### src/sv/mfr_pkg.sv
// Shared types, constants and helpers for the marked frame receiver.
// No dependencies; every other file of the block imports this package.
package mfr_pkg;

  localparam int BYTE_W     = 8;
  localparam int KIND_W     = 2;
  localparam int HDR_W      = 32;
  localparam int FLEN_W     = 5;
  localparam int PLEN_W     = 6;   // holds payload lengths up to 63
  localparam int CFG_IDX_W  = 2;
  localparam int CFG_DATA_W = 32;

  localparam logic [BYTE_W-1:0] START_CODE_RST = 8'hFE;
  localparam logic [HDR_W-1:0]  VAR_HDR_RST    = 32'h4853_4E44;
  localparam logic [FLEN_W-1:0] FIXED_LEN_RST  = 5'd5;

  typedef enum logic [CFG_IDX_W-1:0] {
    CFG_START_CODE = 2'd0,
    CFG_VAR_HEADER = 2'd1,
    CFG_FIXED_LEN  = 2'd2
  } cfg_idx_t;

  typedef enum logic [KIND_W-1:0] {
    KIND_START   = 2'd0,
    KIND_HEADER  = 2'd1,
    KIND_PAYLOAD = 2'd2
  } byte_kind_t;

  typedef enum logic [2:0] {
    PH_HUNT,
    PH_HEADER,
    PH_LENGTH,
    PH_PAYLOAD,
    PH_CHECK
  } phase_t;

  // One checked frame waiting for the back end; payload bytes sit in bank
  typedef struct packed {
    logic               bank;
    logic [PLEN_W-1:0]  len;
    logic [BYTE_W-1:0]  start;
    logic [HDR_W-1:0]   header;
  } frame_desc_t;

  // Payload byte write from the parser into the frame buffer
  typedef struct packed {
    logic               en;
    logic               bank;
    logic [PLEN_W-1:0]  idx;
    logic [BYTE_W-1:0]  data;
  } pay_wr_t;

  function automatic logic [3:0] ones8(input logic [BYTE_W-1:0] v);
    logic [3:0] c;
    c = 4'd0;
    for (int i = 0; i < BYTE_W; i++) begin
      c = c + 4'(v[i]);
    end
    return c;
  endfunction

endpackage

### src/sv/mfr_if.sv
// Valid/ready channel interfaces for received bytes and emitted frame bytes.
// Depends on mfr_pkg for field widths.
interface mfr_in_if import mfr_pkg::*; ();
  logic              valid;
  logic              ready;
  logic [BYTE_W-1:0] rx_byte;

  modport source (output valid, output rx_byte, input ready);
  modport sink   (input valid, input rx_byte, output ready);
endinterface

interface mfr_out_if import mfr_pkg::*; ();
  logic              valid;
  logic              ready;
  logic [BYTE_W-1:0] out_byte;
  logic [KIND_W-1:0] byte_kind;
  logic              last_of_frame;

  modport source (output valid, output out_byte, output byte_kind, output last_of_frame,
                  input ready);
  modport sink   (input valid, input out_byte, input byte_kind, input last_of_frame,
                  output ready);
endinterface

### src/sv/marked_frame_receiver_popcount_check.sv
// Marked frame receiver with a set-bit count check.
// Input channel in_rx takes one received byte per accepted request, one per
// cycle while the frame queue has room. The parser hunts for the start code,
// collects a 4-byte header, an optional length byte and the payload, then
// compares the check byte with the set-bit count of header and payload modulo
// 256. A good frame is requested on out_tx as start byte, header bytes,
// payload bytes, one per cycle while out_tx.ready is high, the last marked; a
// bad or oversize frame is dropped with no output. A frame's first byte
// reaches out_tx through the descriptor queue and the output register after
// its check byte is accepted. Two checked frames can wait in the two-bank
// buffer; with both banks occupied in_rx.ready drops until the emitter retires
// a frame, so a stalled out_tx backs up into the input after at most two frames.
// Reset (rst_n low, synchronous) returns to hunting, empties the frame queue
// and loads start code 0xFE, header word "HSND" and fixed length 5.
// Configuration writes (cfg_we, cfg_index, cfg_data) take effect next cycle.
// Depends on mfr_pkg, mfr_if, mfr_front, mfr_queue and mfr_back.
module marked_frame_receiver_popcount_check import mfr_pkg::*; #(
  parameter int MAX_PAYLOAD = 28
) (
  input  logic                  clk,
  input  logic                  rst_n,
  input  logic                  cfg_we,
  input  logic [CFG_IDX_W-1:0]  cfg_index,
  input  logic [CFG_DATA_W-1:0] cfg_data,
  mfr_in_if.sink                in_rx,
  mfr_out_if.source             out_tx
);

  logic        q_full;
  logic        q_empty;
  logic        push;
  logic        pop;
  frame_desc_t push_desc;
  frame_desc_t q_head;
  pay_wr_t     pay_wr;

  mfr_front #(.MAX_PAYLOAD(MAX_PAYLOAD)) u_front (
    .clk       (clk),
    .rst_n     (rst_n),
    .cfg_we    (cfg_we),
    .cfg_index (cfg_index),
    .cfg_data  (cfg_data),
    .in_valid  (in_rx.valid),
    .in_byte   (in_rx.rx_byte),
    .in_ready  (in_rx.ready),
    .q_full    (q_full),
    .push      (push),
    .push_desc (push_desc),
    .pay_wr    (pay_wr)
  );

  mfr_queue u_queue (
    .clk       (clk),
    .rst_n     (rst_n),
    .push      (push),
    .push_desc (push_desc),
    .full      (q_full),
    .pop       (pop),
    .head      (q_head),
    .empty     (q_empty)
  );

  mfr_back #(.MAX_PAYLOAD(MAX_PAYLOAD)) u_back (
    .clk       (clk),
    .rst_n     (rst_n),
    .pay_wr    (pay_wr),
    .q_empty   (q_empty),
    .q_head    (q_head),
    .q_pop     (pop),
    .out_valid (out_tx.valid),
    .out_ready (out_tx.ready),
    .out_byte  (out_tx.out_byte),
    .out_kind  (out_tx.byte_kind),
    .out_last  (out_tx.last_of_frame)
  );

endmodule

### src/sv/mfr_front.sv
// Front end: configuration registers and the byte parser (hunt, header, length,
// payload, check). Writes payload bytes to the frame buffer, requests on a match.
// Depends on mfr_pkg.
module mfr_front import mfr_pkg::*; #(
  parameter int MAX_PAYLOAD = 28
) (
  input  logic                  clk,
  input  logic                  rst_n,
  input  logic                  cfg_we,
  input  logic [CFG_IDX_W-1:0]  cfg_index,
  input  logic [CFG_DATA_W-1:0] cfg_data,
  input  logic                  in_valid,
  input  logic [BYTE_W-1:0]     in_byte,
  output logic                  in_ready,
  input  logic                  q_full,
  output logic                  push,
  output frame_desc_t           push_desc,
  output pay_wr_t               pay_wr
);

  localparam int CNT_W = $clog2(MAX_PAYLOAD + 1);

  phase_t              phase_r, phase_nxt;
  logic [1:0]          hdr_cnt_r, hdr_cnt_nxt;
  logic [CNT_W-1:0]    cnt_r, cnt_nxt;
  logic [CNT_W-1:0]    len_r, len_nxt;
  logic [BYTE_W-1:0]   sum_r, sum_nxt;
  logic [HDR_W-1:0]    hdr_r, hdr_nxt;
  logic                bank_r, bank_nxt;
  logic [BYTE_W-1:0]   start_code_r;
  logic [HDR_W-1:0]    var_hdr_r;
  logic [FLEN_W-1:0]   fixed_len_r;

  logic                acc;
  logic [HDR_W-1:0]    hdr_shift;
  logic                hdr_done;
  logic                hdr_var;
  logic                len_big_f;
  logic                len_big_b;
  logic [CNT_W-1:0]    cnt_inc;
  logic                pay_done;
  logic [BYTE_W-1:0]   sum_add;

  assign in_ready  = !q_full;
  assign acc       = in_valid && in_ready;
  assign hdr_shift = {hdr_r[HDR_W-BYTE_W-1:0], in_byte};
  assign hdr_done  = (hdr_cnt_r == 2'd3);
  assign hdr_var   = (hdr_shift == var_hdr_r);
  assign len_big_f = ({3'b000, fixed_len_r} > 8'(MAX_PAYLOAD));
  assign len_big_b = (in_byte > 8'(MAX_PAYLOAD));
  assign cnt_inc   = cnt_r + 1'b1;
  assign pay_done  = (cnt_inc >= len_r);
  assign sum_add   = sum_r + 8'(ones8(in_byte));

  // Next phase
  always_comb begin
    phase_nxt = phase_r;
    if (acc) begin
      case (phase_r)
        PH_HUNT: begin
          if (in_byte == start_code_r) phase_nxt = PH_HEADER;
        end
        PH_HEADER: begin
          if (hdr_done) begin
            if (hdr_var)                 phase_nxt = PH_LENGTH;
            else if (len_big_f)          phase_nxt = PH_HUNT;
            else if (fixed_len_r == '0)  phase_nxt = PH_CHECK;
            else                         phase_nxt = PH_PAYLOAD;
          end
        end
        PH_LENGTH: begin
          if (len_big_b)              phase_nxt = PH_HUNT;
          else if (in_byte == '0)     phase_nxt = PH_CHECK;
          else                        phase_nxt = PH_PAYLOAD;
        end
        PH_PAYLOAD: begin
          if (pay_done) phase_nxt = PH_CHECK;
        end
        PH_CHECK: phase_nxt = PH_HUNT;
        default:  phase_nxt = PH_HUNT;
      endcase
    end
  end

  // Datapath and outputs
  always_comb begin
    hdr_cnt_nxt = hdr_cnt_r;
    cnt_nxt     = cnt_r;
    len_nxt     = len_r;
    sum_nxt     = sum_r;
    hdr_nxt     = hdr_r;
    bank_nxt    = bank_r;
    push        = 1'b0;
    pay_wr.en   = 1'b0;
    pay_wr.bank = bank_r;
    pay_wr.idx  = PLEN_W'(cnt_r);
    pay_wr.data = in_byte;
    if (acc) begin
      case (phase_r)
        PH_HUNT: begin
          hdr_cnt_nxt = 2'd0;
          sum_nxt     = '0;
        end
        PH_HEADER: begin
          hdr_nxt     = hdr_shift;
          sum_nxt     = sum_add;
          hdr_cnt_nxt = hdr_cnt_r + 2'd1;
          if (hdr_done && !hdr_var) begin
            len_nxt = CNT_W'(fixed_len_r);
            cnt_nxt = '0;
          end
        end
        PH_LENGTH: begin
          len_nxt = CNT_W'(in_byte);
          cnt_nxt = '0;
        end
        PH_PAYLOAD: begin
          pay_wr.en = 1'b1;
          sum_nxt   = sum_add;
          cnt_nxt   = cnt_inc;
        end
        PH_CHECK: begin
          if (in_byte == sum_r) begin
            push     = 1'b1;
            bank_nxt = ~bank_r;
          end
        end
        default: ;
      endcase
    end
  end

  assign push_desc.bank   = bank_r;
  assign push_desc.len    = PLEN_W'(len_r);
  assign push_desc.start  = start_code_r;
  assign push_desc.header = hdr_r;

  always_ff @(posedge clk) begin
    if (!rst_n) begin
      phase_r      <= PH_HUNT;
      hdr_cnt_r    <= '0;
      cnt_r        <= '0;
      len_r        <= '0;
      sum_r        <= '0;
      bank_r       <= 1'b0;
      start_code_r <= START_CODE_RST;
      var_hdr_r    <= VAR_HDR_RST;
      fixed_len_r  <= FIXED_LEN_RST;
    end else begin
      phase_r   <= phase_nxt;
      hdr_cnt_r <= hdr_cnt_nxt;
      cnt_r     <= cnt_nxt;
      len_r     <= len_nxt;
      sum_r     <= sum_nxt;
      bank_r    <= bank_nxt;
      if (cfg_we) begin
        case (cfg_index)
          CFG_START_CODE: start_code_r <= cfg_data[BYTE_W-1:0];
          CFG_VAR_HEADER: var_hdr_r    <= cfg_data[HDR_W-1:0];
          CFG_FIXED_LEN:  fixed_len_r  <= cfg_data[FLEN_W-1:0];
          default: ;
        endcase
      end
    end
  end

  always_ff @(posedge clk) begin
    hdr_r <= hdr_nxt;
  end

endmodule

### src/sv/mfr_queue.sv
// Two-entry queue of checked frame descriptors between parser and emitter.
// Depends on mfr_pkg.
module mfr_queue import mfr_pkg::*; (
  input  logic        clk,
  input  logic        rst_n,
  input  logic        push,
  input  frame_desc_t push_desc,
  output logic        full,
  input  logic        pop,
  output frame_desc_t head,
  output logic        empty
);

  frame_desc_t slot_r [2];
  logic        wr_ptr_r, wr_ptr_nxt;
  logic        rd_ptr_r, rd_ptr_nxt;
  logic [1:0]  count_r, count_nxt;

  assign full  = (count_r == 2'd2);
  assign empty = (count_r == 2'd0);
  assign head  = slot_r[rd_ptr_r];

  always_comb begin
    wr_ptr_nxt = push ? ~wr_ptr_r : wr_ptr_r;
    rd_ptr_nxt = pop  ? ~rd_ptr_r : rd_ptr_r;
    count_nxt  = count_r + 2'(push) - 2'(pop);
  end

  always_ff @(posedge clk) begin
    if (!rst_n) begin
      wr_ptr_r <= 1'b0;
      rd_ptr_r <= 1'b0;
      count_r  <= '0;
    end else begin
      wr_ptr_r <= wr_ptr_nxt;
      rd_ptr_r <= rd_ptr_nxt;
      count_r  <= count_nxt;
    end
  end

  always_ff @(posedge clk) begin
    if (push) slot_r[wr_ptr_r] <= push_desc;
  end

endmodule

### src/sv/mfr_back.sv
// Back end: two-bank payload buffer and the emitter that walks a frame out,
// start byte, four header bytes, then payload, through a registered output stage.
// Depends on mfr_pkg.
module mfr_back import mfr_pkg::*; #(
  parameter int MAX_PAYLOAD = 28
) (
  input  logic              clk,
  input  logic              rst_n,
  input  pay_wr_t           pay_wr,
  input  logic              q_empty,
  input  frame_desc_t       q_head,
  output logic              q_pop,
  output logic              out_valid,
  input  logic              out_ready,
  output logic [BYTE_W-1:0] out_byte,
  output logic [KIND_W-1:0] out_kind,
  output logic              out_last
);

  localparam int IDX_W = (MAX_PAYLOAD > 1) ? $clog2(MAX_PAYLOAD) : 1;
  localparam int POS_W = $clog2(MAX_PAYLOAD + 5);

  logic [BYTE_W-1:0] mem [2][MAX_PAYLOAD];

  logic [POS_W-1:0]  pos_r, pos_nxt;
  logic              s2_valid_r, s2_valid_nxt;
  byte_kind_t        s2_kind_r;
  logic              s2_last_r;
  logic [BYTE_W-1:0] s2_byte_r;
  logic [BYTE_W-1:0] rd_q_r;

  logic              adv;
  byte_kind_t        kind_cur;
  logic              last_cur;
  logic [1:0]        hdr_sel;
  logic [BYTE_W-1:0] byte_cur;
  logic [POS_W-1:0]  pidx;
  logic [IDX_W-1:0]  rd_idx;

  assign adv      = !q_empty && (!s2_valid_r || out_ready);
  assign last_cur = (7'(pos_r) == 7'(q_head.len) + 7'd4);
  assign hdr_sel  = 2'(pos_r - POS_W'(1));
  assign pidx     = pos_r - POS_W'(5);
  assign rd_idx   = pidx[IDX_W-1:0];

  always_comb begin
    if (pos_r == '0) begin
      kind_cur = KIND_START;
      byte_cur = q_head.start;
    end else if (pos_r <= POS_W'(4)) begin
      kind_cur = KIND_HEADER;
      byte_cur = q_head.header[8*(3-hdr_sel) +: 8];
    end else begin
      kind_cur = KIND_PAYLOAD;
      byte_cur = q_head.start;
    end
  end

  // Retire the descriptor once its last byte moves to the output stage
  always_comb begin
    q_pop        = adv && last_cur;
    pos_nxt      = pos_r;
    if (adv) pos_nxt = last_cur ? '0 : pos_r + 1'b1;
    s2_valid_nxt = adv ? 1'b1 : (out_ready ? 1'b0 : s2_valid_r);
  end

  always_ff @(posedge clk) begin
    if (!rst_n) begin
      pos_r      <= '0;
      s2_valid_r <= 1'b0;
    end else begin
      pos_r      <= pos_nxt;
      s2_valid_r <= s2_valid_nxt;
    end
  end

  always_ff @(posedge clk) begin
    if (adv) begin
      s2_kind_r <= kind_cur;
      s2_last_r <= last_cur;
      s2_byte_r <= byte_cur;
    end
  end

  always_ff @(posedge clk) begin
    if (pay_wr.en) mem[pay_wr.bank][pay_wr.idx[IDX_W-1:0]] <= pay_wr.data;
    if (adv && kind_cur == KIND_PAYLOAD) rd_q_r <= mem[q_head.bank][rd_idx];
  end

  assign out_valid = s2_valid_r;
  assign out_byte  = (s2_kind_r == KIND_PAYLOAD) ? rd_q_r : s2_byte_r;
  assign out_kind  = s2_kind_r;
  assign out_last  = s2_last_r;

endmodule
### src/flat_wrapper.sv
// flat-port wrapper written by rule: the top's interface ports become plain ports
module marked_frame_receiver_popcount_check_flat import mfr_pkg::*;
#(
  parameter int MAX_PAYLOAD = 28
)
  (clk, rst_n, cfg_we, cfg_index, cfg_data, in_rx_valid, in_rx_rx_byte, in_rx_ready, out_tx_valid, out_tx_out_byte, out_tx_byte_kind, out_tx_last_of_frame, out_tx_ready);
  mfr_in_if in_rx_i ();
  mfr_out_if out_tx_i ();
  input  logic clk;
  input  logic rst_n;
  input  logic cfg_we;
  input  logic [CFG_IDX_W-1:0] cfg_index;
  input  logic [CFG_DATA_W-1:0] cfg_data;
  input wire logic [$bits(in_rx_i.valid)-1:0] in_rx_valid;
  input wire logic [$bits(in_rx_i.rx_byte)-1:0] in_rx_rx_byte;
  output wire logic [$bits(in_rx_i.ready)-1:0] in_rx_ready;
  output wire logic [$bits(out_tx_i.valid)-1:0] out_tx_valid;
  output wire logic [$bits(out_tx_i.out_byte)-1:0] out_tx_out_byte;
  output wire logic [$bits(out_tx_i.byte_kind)-1:0] out_tx_byte_kind;
  output wire logic [$bits(out_tx_i.last_of_frame)-1:0] out_tx_last_of_frame;
  input wire logic [$bits(out_tx_i.ready)-1:0] out_tx_ready;
  assign in_rx_i.valid = in_rx_valid;
  assign in_rx_i.rx_byte = in_rx_rx_byte;
  assign in_rx_ready = in_rx_i.ready;
  assign out_tx_valid = out_tx_i.valid;
  assign out_tx_out_byte = out_tx_i.out_byte;
  assign out_tx_byte_kind = out_tx_i.byte_kind;
  assign out_tx_last_of_frame = out_tx_i.last_of_frame;
  assign out_tx_i.ready = out_tx_ready;
  marked_frame_receiver_popcount_check #(.MAX_PAYLOAD(MAX_PAYLOAD)) u_core (.clk(clk), .rst_n(rst_n), .cfg_we(cfg_we), .cfg_index(cfg_index), .cfg_data(cfg_data), .in_rx(in_rx_i), .out_tx(out_tx_i));
endmodule
### config.mk
export PLATFORM = sky130hd
export DESIGN_NAME = marked_frame_receiver_popcount_check_flat
export DESIGN_NICKNAME = d
export VERILOG_FILES = /design/src/sv/mfr_pkg.sv /design/src/sv/mfr_if.sv /design/src/sv/marked_frame_receiver_popcount_check.sv /design/src/sv/mfr_front.sv /design/src/sv/mfr_queue.sv /design/src/sv/mfr_back.sv /design/src/flat_wrapper.sv
export SDC_FILE = /design/constraint.sdc
export NUM_CORES = 1
export LEC_CHECK = 0
export CAP_MARGIN = 20
export CORE_ASPECT_RATIO = 0.6
export CORE_MARGIN = 8
export CORE_UTILIZATION = 60
export DETAILED_ROUTE_END_ITERATION = 6
export DONT_BUFFER_PORTS = 1
export PLACE_DENSITY = 0.81
export SLEW_MARGIN = 20
export SYNTH_ARGS = -nofsm -noshare
export SYNTH_HDL_FRONTEND = slang
export SYNTH_SLANG_ARGS = --single-unit
### constraint.sdc
create_clock -name clk -period 5.9 [get_ports clk]
set_input_delay 0.885 -clock clk [delete_from_list [all_inputs] [get_ports clk]]
set_output_delay 0.885 -clock clk [all_outputs]
set_load 0.03 [all_outputs]
==> Yosys cells after proc, flatten, opt, wreduce, memory -nomap -nowiden <==
Memory sizes are Yosys's and may differ from the RTL's. A register that Yosys moved wholly into a read port is not among the register bits.
Cells that the tools add are included.
{ "op_classes": {"n_lt_le_gt_ge": 7, "bitwise": 5, "n_reduce_logical": 33, "n_shift": 1, "n_eq_ne": 18, "muxes": 39, "n_addsub": 17} }
{ "ops": {"columns": ["operator", "n"], "rows": [
  ["$mux 224", 1],
  ["$mux 8", 6],
  ["$bmux 8 s5", 1],
  ["$demux 8 s5", 1],
  ["$shiftx 32x33->8", 1],
  ["$eq 32x32->1", 1],
  ["$mux 3", 8],
  ["$add 4x1->4", 4],
  ["$eq 8x8->1", 2],
  ["$pmux 8 s2", 1],
  ["$pmux 5 s3", 1],
  ["$ge 6x6->1 const B", 2],
  ["$mux 1", 12],
  ["$not 5->6", 2],
  ["$pmux 3 s4", 1],
  ["$reduce_and 2->1", 6],
  ["$eq 2x2->1 const B", 5],
  ["$mux 5", 2],
  ["$pmux 5 s2", 1],
  ["$reduce_and 3->1", 3],
  ["$add 8x4->8", 1],
  ["$gt 8x5->1 const B", 1],
  ["$logic_not 8->1", 1],
  ["$ne 2x2->1 const B", 4],
  ["36 further kinds", 52]
]} }
{ "word_totals": {"ramBits": 540, "input_bits": 47, "wordCells": 141, "mem_count": 2, "reg_bits": 131} }
{ "mem_list": {"columns": ["name", "words", "width", "rd", "rd_clocked_by_memory_dff", "write_ports", "line", "text"], "rows": [
  ["u_core.u_back.mem", 2, 224, 1, 0, 1, "mfr_back.sv:23", "logic [BYTE_W-1:0] mem [2][MAX_PAYLOAD];"],
  ["u_core.u_queue.slot_r", 2, 46, 1, 1, 1, "mfr_queue.sv:14", "frame_desc_t slot_r [2];"]
]} }

==> Depth between registers and ports, before layout <==
{ "logic_depth": {"ltp_word": 9, "mapped_depth": 16} }

==> Cells and area by module <==
Synthesis repeated with hierarchy kept, for this count alone.
{ "hier_totals": {"hier_cells": 1728, "area_unflattened_um2": 27806.7} }
{ "by_module_without_submodules": {"columns": ["mod", "seq_area_each_um2", "cells_each", "n_inst", "area_per_inst_um2"], "rows": [
  ["mfr_back", 14163.6, 1043, 1, 19164.6],
  ["mfr_front", 2342.2, 518, 1, 4902.2],
  ["mfr_queue", 2922.8, 167, 1, 3739.8]
]} }

==> Least setup slack after synthesis <==
No wires, ideal clock.
{ "synth_path": {"kind": "input to register", "from": "input in_rx_rx_byte[1]", "to": "memory u_core.u_queue.slot_r[0][0] (netlist name), enable pin", "setup_ns": 0.450, "path_slack_ns": 1.252, "path_stages": 7, "arrival_time_ns": 4.198, "cell_sequence": "clkbuf_1 -> xor2_1 -> nor4_1 -> nand4_1 -> nor4_1 -> inv_1 -> nor2_1"} }
{ "synth_via": {"elab_chain_cells": 6} }
{ "synth_lines": {"columns": ["item", "line", "text"], "rows": [
  ["start: declaration", "flat_wrapper.sv:15", "input wire logic [$bits(in_rx_i.rx_byte)-1:0] in_rx_rx_byte;"],
  ["$eq 8x8->1", "mfr_front.sv:123", "if (in_byte == sum_r) begin"],
  ["$mux 1", "mfr_front.sv:123", null],
  ["$mux 1", "mfr_front.sv:99", "case (phase_r)"],
  ["$mux 1", "mfr_front.sv:98", "if (acc) begin"],
  ["$mux 1", "mfr_queue.sv:42", "if (push) slot_r[wr_ptr_r] <= push_desc;"],
  ["$mux 1 (not written as such)", "mfr_queue.sv:42", null],
  ["end: declaration", "mfr_queue.sv:14", null]
]} }
No other way between the ends.

==> Worst setup path in the final report <==
{ "layout_path": {"from": "register u_core.u_back.pos_r[0]", "to": "register u_core.u_back.rd_q_r[4] (data pin)"} }
{ "layout_via": {"elab_chain_cells": 5} }
{ "layout_lines": {"columns": ["item", "line", "text"], "rows": [
  ["start: declaration", "mfr_back.sv:25", "logic [POS_W-1:0] pos_r, pos_nxt;"],
  ["start signal: assignment", "mfr_back.sv:72", "pos_r <= pos_nxt;"],
  ["$sub 5x3->5", "mfr_back.sv:43", "assign pidx = pos_r - POS_W'(5);"],
  ["$not 5->6 (not written as such)", "mfr_back.sv:87", "if (adv && kind_cur == KIND_PAYLOAD) rd_q_r <= mem[q_head.bank][rd_idx];"],
  ["$bmux 8 s5", "mfr_back.sv:87", null],
  ["$mux 8 (not written as such) (2 in a row)", "mfr_back.sv:87", null],
  ["end signal: assignment", "mfr_back.sv:87", null],
  ["end: declaration", "mfr_back.sv:30", "logic [BYTE_W-1:0] rd_q_r;"]
]} }
No other way between the ends. The select of a mux whose other input is x is not followed.
A chain may end at the register's enable or synchronous reset.

==> results.md <==
* DR iter-0 viols at about 3.2k
* Tmin final at 4080 ps
* Skew final at about 23 ps
* Mean Syn Cell Area at 14.7 sq um
* GRT met1 Usage at 0.392
* Ant. Diodes at 0
* Synth unique cells at about 70
* Comb power frac at 0.010
* Sw Share at 0.197
* CP Launch Type: register
* Largest cells by area after synthesis: edfxtp_1, dfxtp_1, nand2_1
* Failing checks: DRC
* WL final at 69700 um
* Accumulated negative setup slack at 0 ps
* P_sw at 0.00177 W
* P_leak at 9.69 nW
* Outcome: complete, but fails checks
* Hold WC Path Type: in2reg
* Vias per cell at roughly 6.8
* Pins Over Slew Limit at 0
* Clock-pin slew on the worst setup and hold paths at 70 ps
* Worst setup EP type: register
* First-pass GRT wire length at 103000 um
* Fill count at 2967
* Final Setup Violations at 0
* GRT Total Usage at 0.257
* First-pass iteration count of the detailed router at 7
* Slew HR at 0.268
* Postcts setup bufs at 0
* Max frequency at 0.245 GHz
* CTS Sinks at between 600 and 700
* DR WL/cell at 28.2 um
* Worst-path maximum fanout at 23
* Sequential share of power at 0.576
* RSZ-0062 raised after global routing: no
* Final period util at 0.692
* Crit path kind: reg2reg
* Finished Layout Cells at ~2.5k
* Slew @ Worst Pin at 1100 ps
* Initial antenna violation count at 1
* EDFF count, synth at 591
* DRT antenna net count at 0
* Worst Path Arrival at roughly 4400 ps
* Hold Vio Cnt, Final at 0
* CP required at around 6200 ps
* Area of the mapped netlist at 0.0273 sq mm
* Total grt overflow at 0
* Post-synth net total at 1930
* Sequential fraction of the synthesis area at 0.708
* Clock Power Share at 0.414
* Yosys warning count at 0
* Max Cap Viol at 0
* Yosys top cell by area: edfxtp_1
* H-tree depth at 2
* Area grow syn2layout at 8.40%
* Largest net degree at the start of global routing at around 80
* Async SR Flop Fraction at 0
* P_int at 0.00720 W
* Root buffer cell: clkbuf_16
* FF+latch count, synth at 672
* Number of remaining DRC errors at 1
* Via count at 16.8k
* Max clock buf depth at 3
* Worst vdd ir at 0.250 mV
* Cells after synthesis at 1855
* Hold_buf cts at 0
* DP HPWL at 43900 um
* Top-level I/O count at 60
* Clk Latency, worst-skew pair at 620 ps
* # port buffers at 0
* Final core occ at 0.660
* Post-placement cell count at between 2k and 2.5k
* Post-synth top flop: edfxtp_1
* Fraction of layout cells with a size suffix above 1 at 0.0944
* Post_cts resized at 0
* Top cell type's share of synthesized area at 0.649
* CTS tree: done
* Pwr Density at between 300 and 400 mW/mm^2
* Met3 Use GR at 0.0788
* Number of nets in the layout at 1912
* Site row count at 60
* Vias in the first global route at 15.9k
* Die area at 0.0529 sq mm
* Gp weighted congestion at about 0.94
* Die H at approximately 180 um
* Total Power at 0.00897 W
* Routing usage on met2 at 0.359
* Die outline width at around 300 um
* Num CTS Buffers at 57
* Initial core utilization at 0.609
* Placeable Area at 0.0449 sq mm
* Busiest grt layer: met1
==> state kept, by name, summed over array words and instances (netlist names), 2 cells and up, named ones only <==
name,cells
u_core.u_front.hdr_cnt_r,2
u_core.u_back.rd_q_r,8
u_core.u_front.start_code_r,8
u_core.u_front.fixed_len_r,5
u_core.u_back.mem,448
u_core.u_queue.slot_r,92
u_core.u_back.pos_r,6
u_core.u_front.len_r,5
u_core.u_back.out_kind,2
u_core.u_front.sum_r,8
u_core.u_queue.count_r,2
u_core.u_front.phase_r,3
u_core.u_front.var_hdr_r,32
u_core.u_back.s2_byte_r,8
u_core.u_front.cnt_r,5
u_core.u_front.hdr_r,32
==> synthesized netlist by cell type (all sizes together) (3+ instances only) <==
| library cell | count |
|---|---|
| or3b | 3 |
| a41oi | 3 |
| buf | 39 |
| xnor2 | 26 |
| a222oi | 3 |
| fa | 5 |
| a21boi | 23 |
| clkbuf | 60 |
| inv | 33 |
| nor2 | 108 |
| and3 | 4 |
| o2111ai | 10 |
| a211oi | 10 |
| dfxtp | 81 |
| ha | 23 |
| mux2 | 18 |
| a32oi | 31 |
| o22ai | 14 |
| and2 | 20 |
| o21a | 3 |
| a2111oi | 5 |
| o21ai | 29 |
| or3 | 4 |
| nand3 | 79 |
| a21oi | 25 |
| o211ai | 6 |
| nor4 | 12 |
| nand2b | 9 |
| o221ai | 10 |
| mux2i | 65 |
| and4 | 4 |
| nor3 | 10 |
| nand3b | 5 |
| xor2 | 50 |
| nor2b | 18 |
| mux4 | 53 |
| a221oi | 3 |
| a31oi | 26 |
| a22o | 7 |
| nand2 | 287 |
| nand4 | 15 |
| edfxtp | 591 |
==> layer usage <==
metal | up-vias | wire [um]
met2 | 1307 | 29400
met5 | - | 0
met4 | 0 | 1970
met1 | 8315 | 28000
met3 | 195 | 10500
li1 | 6969 | -
==> per-stage QoR <==
step,hold slack (ps),instance area [sq um],setup slack [ps]
after floorplan,421,27400,1250
after global placement,423,27800,1660
after detailed placement,434,27800,1640
after CTS,345,29600,1990
after global routing,352,29600,1730
final,359,29600,1820
==> area by class of cell <==
| cell class | instances | area [sq um] | area share |
|---|---|---|---|
| Multi-Input combinational cell | 1050 | 7420 | 0.250 |
| Clock inverter | 34 | 310 | 0.0105 |
| Clock buffer | 73 | 1490 | 0.0501 |
| Tap cell | 589 | 737 | 0.0249 |
| Timing Repair Buffer | 22 | 198 | 0.00667 |
| Inverter | 34 | 128 | 0.00430 |
| Sequential cell | 672 | 19400 | 0.653 |
==> layout by cell type (no fill, tap or decap), types with 5 or more instances in the layout <==
cell       synthesis  routed
a21oi_1           25      25
nor4_1            12      12
o2111ai_1         10      10
bufinv_16          0       5
o21ai_0           27      27
mux2_2            17      17
fa_1               5       5
a22o_1             7       7
and2_1            19      18
a211oi_1          10      10
mux2i_1           65      64
clkbuf_16          0      57
a32oi_1           31      31
clkinv_1           1      14
xnor2_1           26      26
mux4_1            10      10
ha_1              23      22
nor3_1            10       7
buf_4              6      19
o221ai_1          10      10
nor2_1           108     105
nand4_1           15      15
edfxtp_1         591     591
dfxtp_1           81      79
clkbuf_1          60      16
nand3b_1           5       5
inv_1             33      33
mux4_2            43      43
nor2b_1           18      18
a21boi_0          23      23
o22ai_1           14      14
xor2_1            50      50
nand2_1          287     287
clkinv_2           0      10
o211ai_1           6       6
nand2b_1           9       9
nand3_1           79      79
a31oi_1           26      26
==> worst paths after layout <==
path                                                     startpoint                                    endpoint  slack, ps  cells past startpoint
worst max register to register  u_core.u_back.pos_r[0]$_SDFFE_PN0P_           u_core.u_back.rd_q_r[4]$_DFFE_PP_       1820                     10
worst min-delay path                                          rst_n  u_core.u_front.fixed_len_r[0]$_SDFFE_PN1P_        360                      1
worst min register to register   u_core.u_front.hdr_r[26]$_DFFE_PP_      u_core.u_queue.slot_r[0][26]$_DFFE_PP_        440                      0
worst max-delay path            u_core.u_back.pos_r[0]$_SDFFE_PN0P_           u_core.u_back.rd_q_r[4]$_DFFE_PP_       1820                     10
==> cell families (layout without fill, tap and decap cells) <==
family | Yosys count | in the layout | share of synthesized area
flops | 672 | 672 | 0.708
simple gates | 587 | 587 | 0.0955
compound gates | 223 | 223 | 0.0588
mux | 136 | 136 | 0.0764
buf+inv | 133 | 163 | 0.0227
xor+xnor | 76 | 76 | 0.0243
fa+ha+maj | 28 | 28 | 0.0142
==> power groups by stage <==
stage | Sequential (W) | Combinational [W] | Clock (W)
3_5_place_dp | 0.00528 | 0.0000840 | 0
3_3_place_gp | 0.00527 | 0.0000771 | 0
6_report | 0.00517 | 0.0000857 | 0.00372
5_1_grt | 0.00517 | 0.0000961 | 0.00391
4_1_cts | 0.00517 | 0.0000851 | 0.00371
2_1_floorplan | 0.00527 | 0.0000747 | 0
==> worst max-delay path, cell delays in order, from the launching register on <==
cell and delay [ps]:
dfxtp_2 310, buf_4 300, clkinv_1 350, ha_2 540, buf_4 320, nor2_2 610
buf_4 470, a222oi_1 160, a31oi_1 400, and4_1 250, a31oi_1 40
Power figures use the tool's default switching activity.
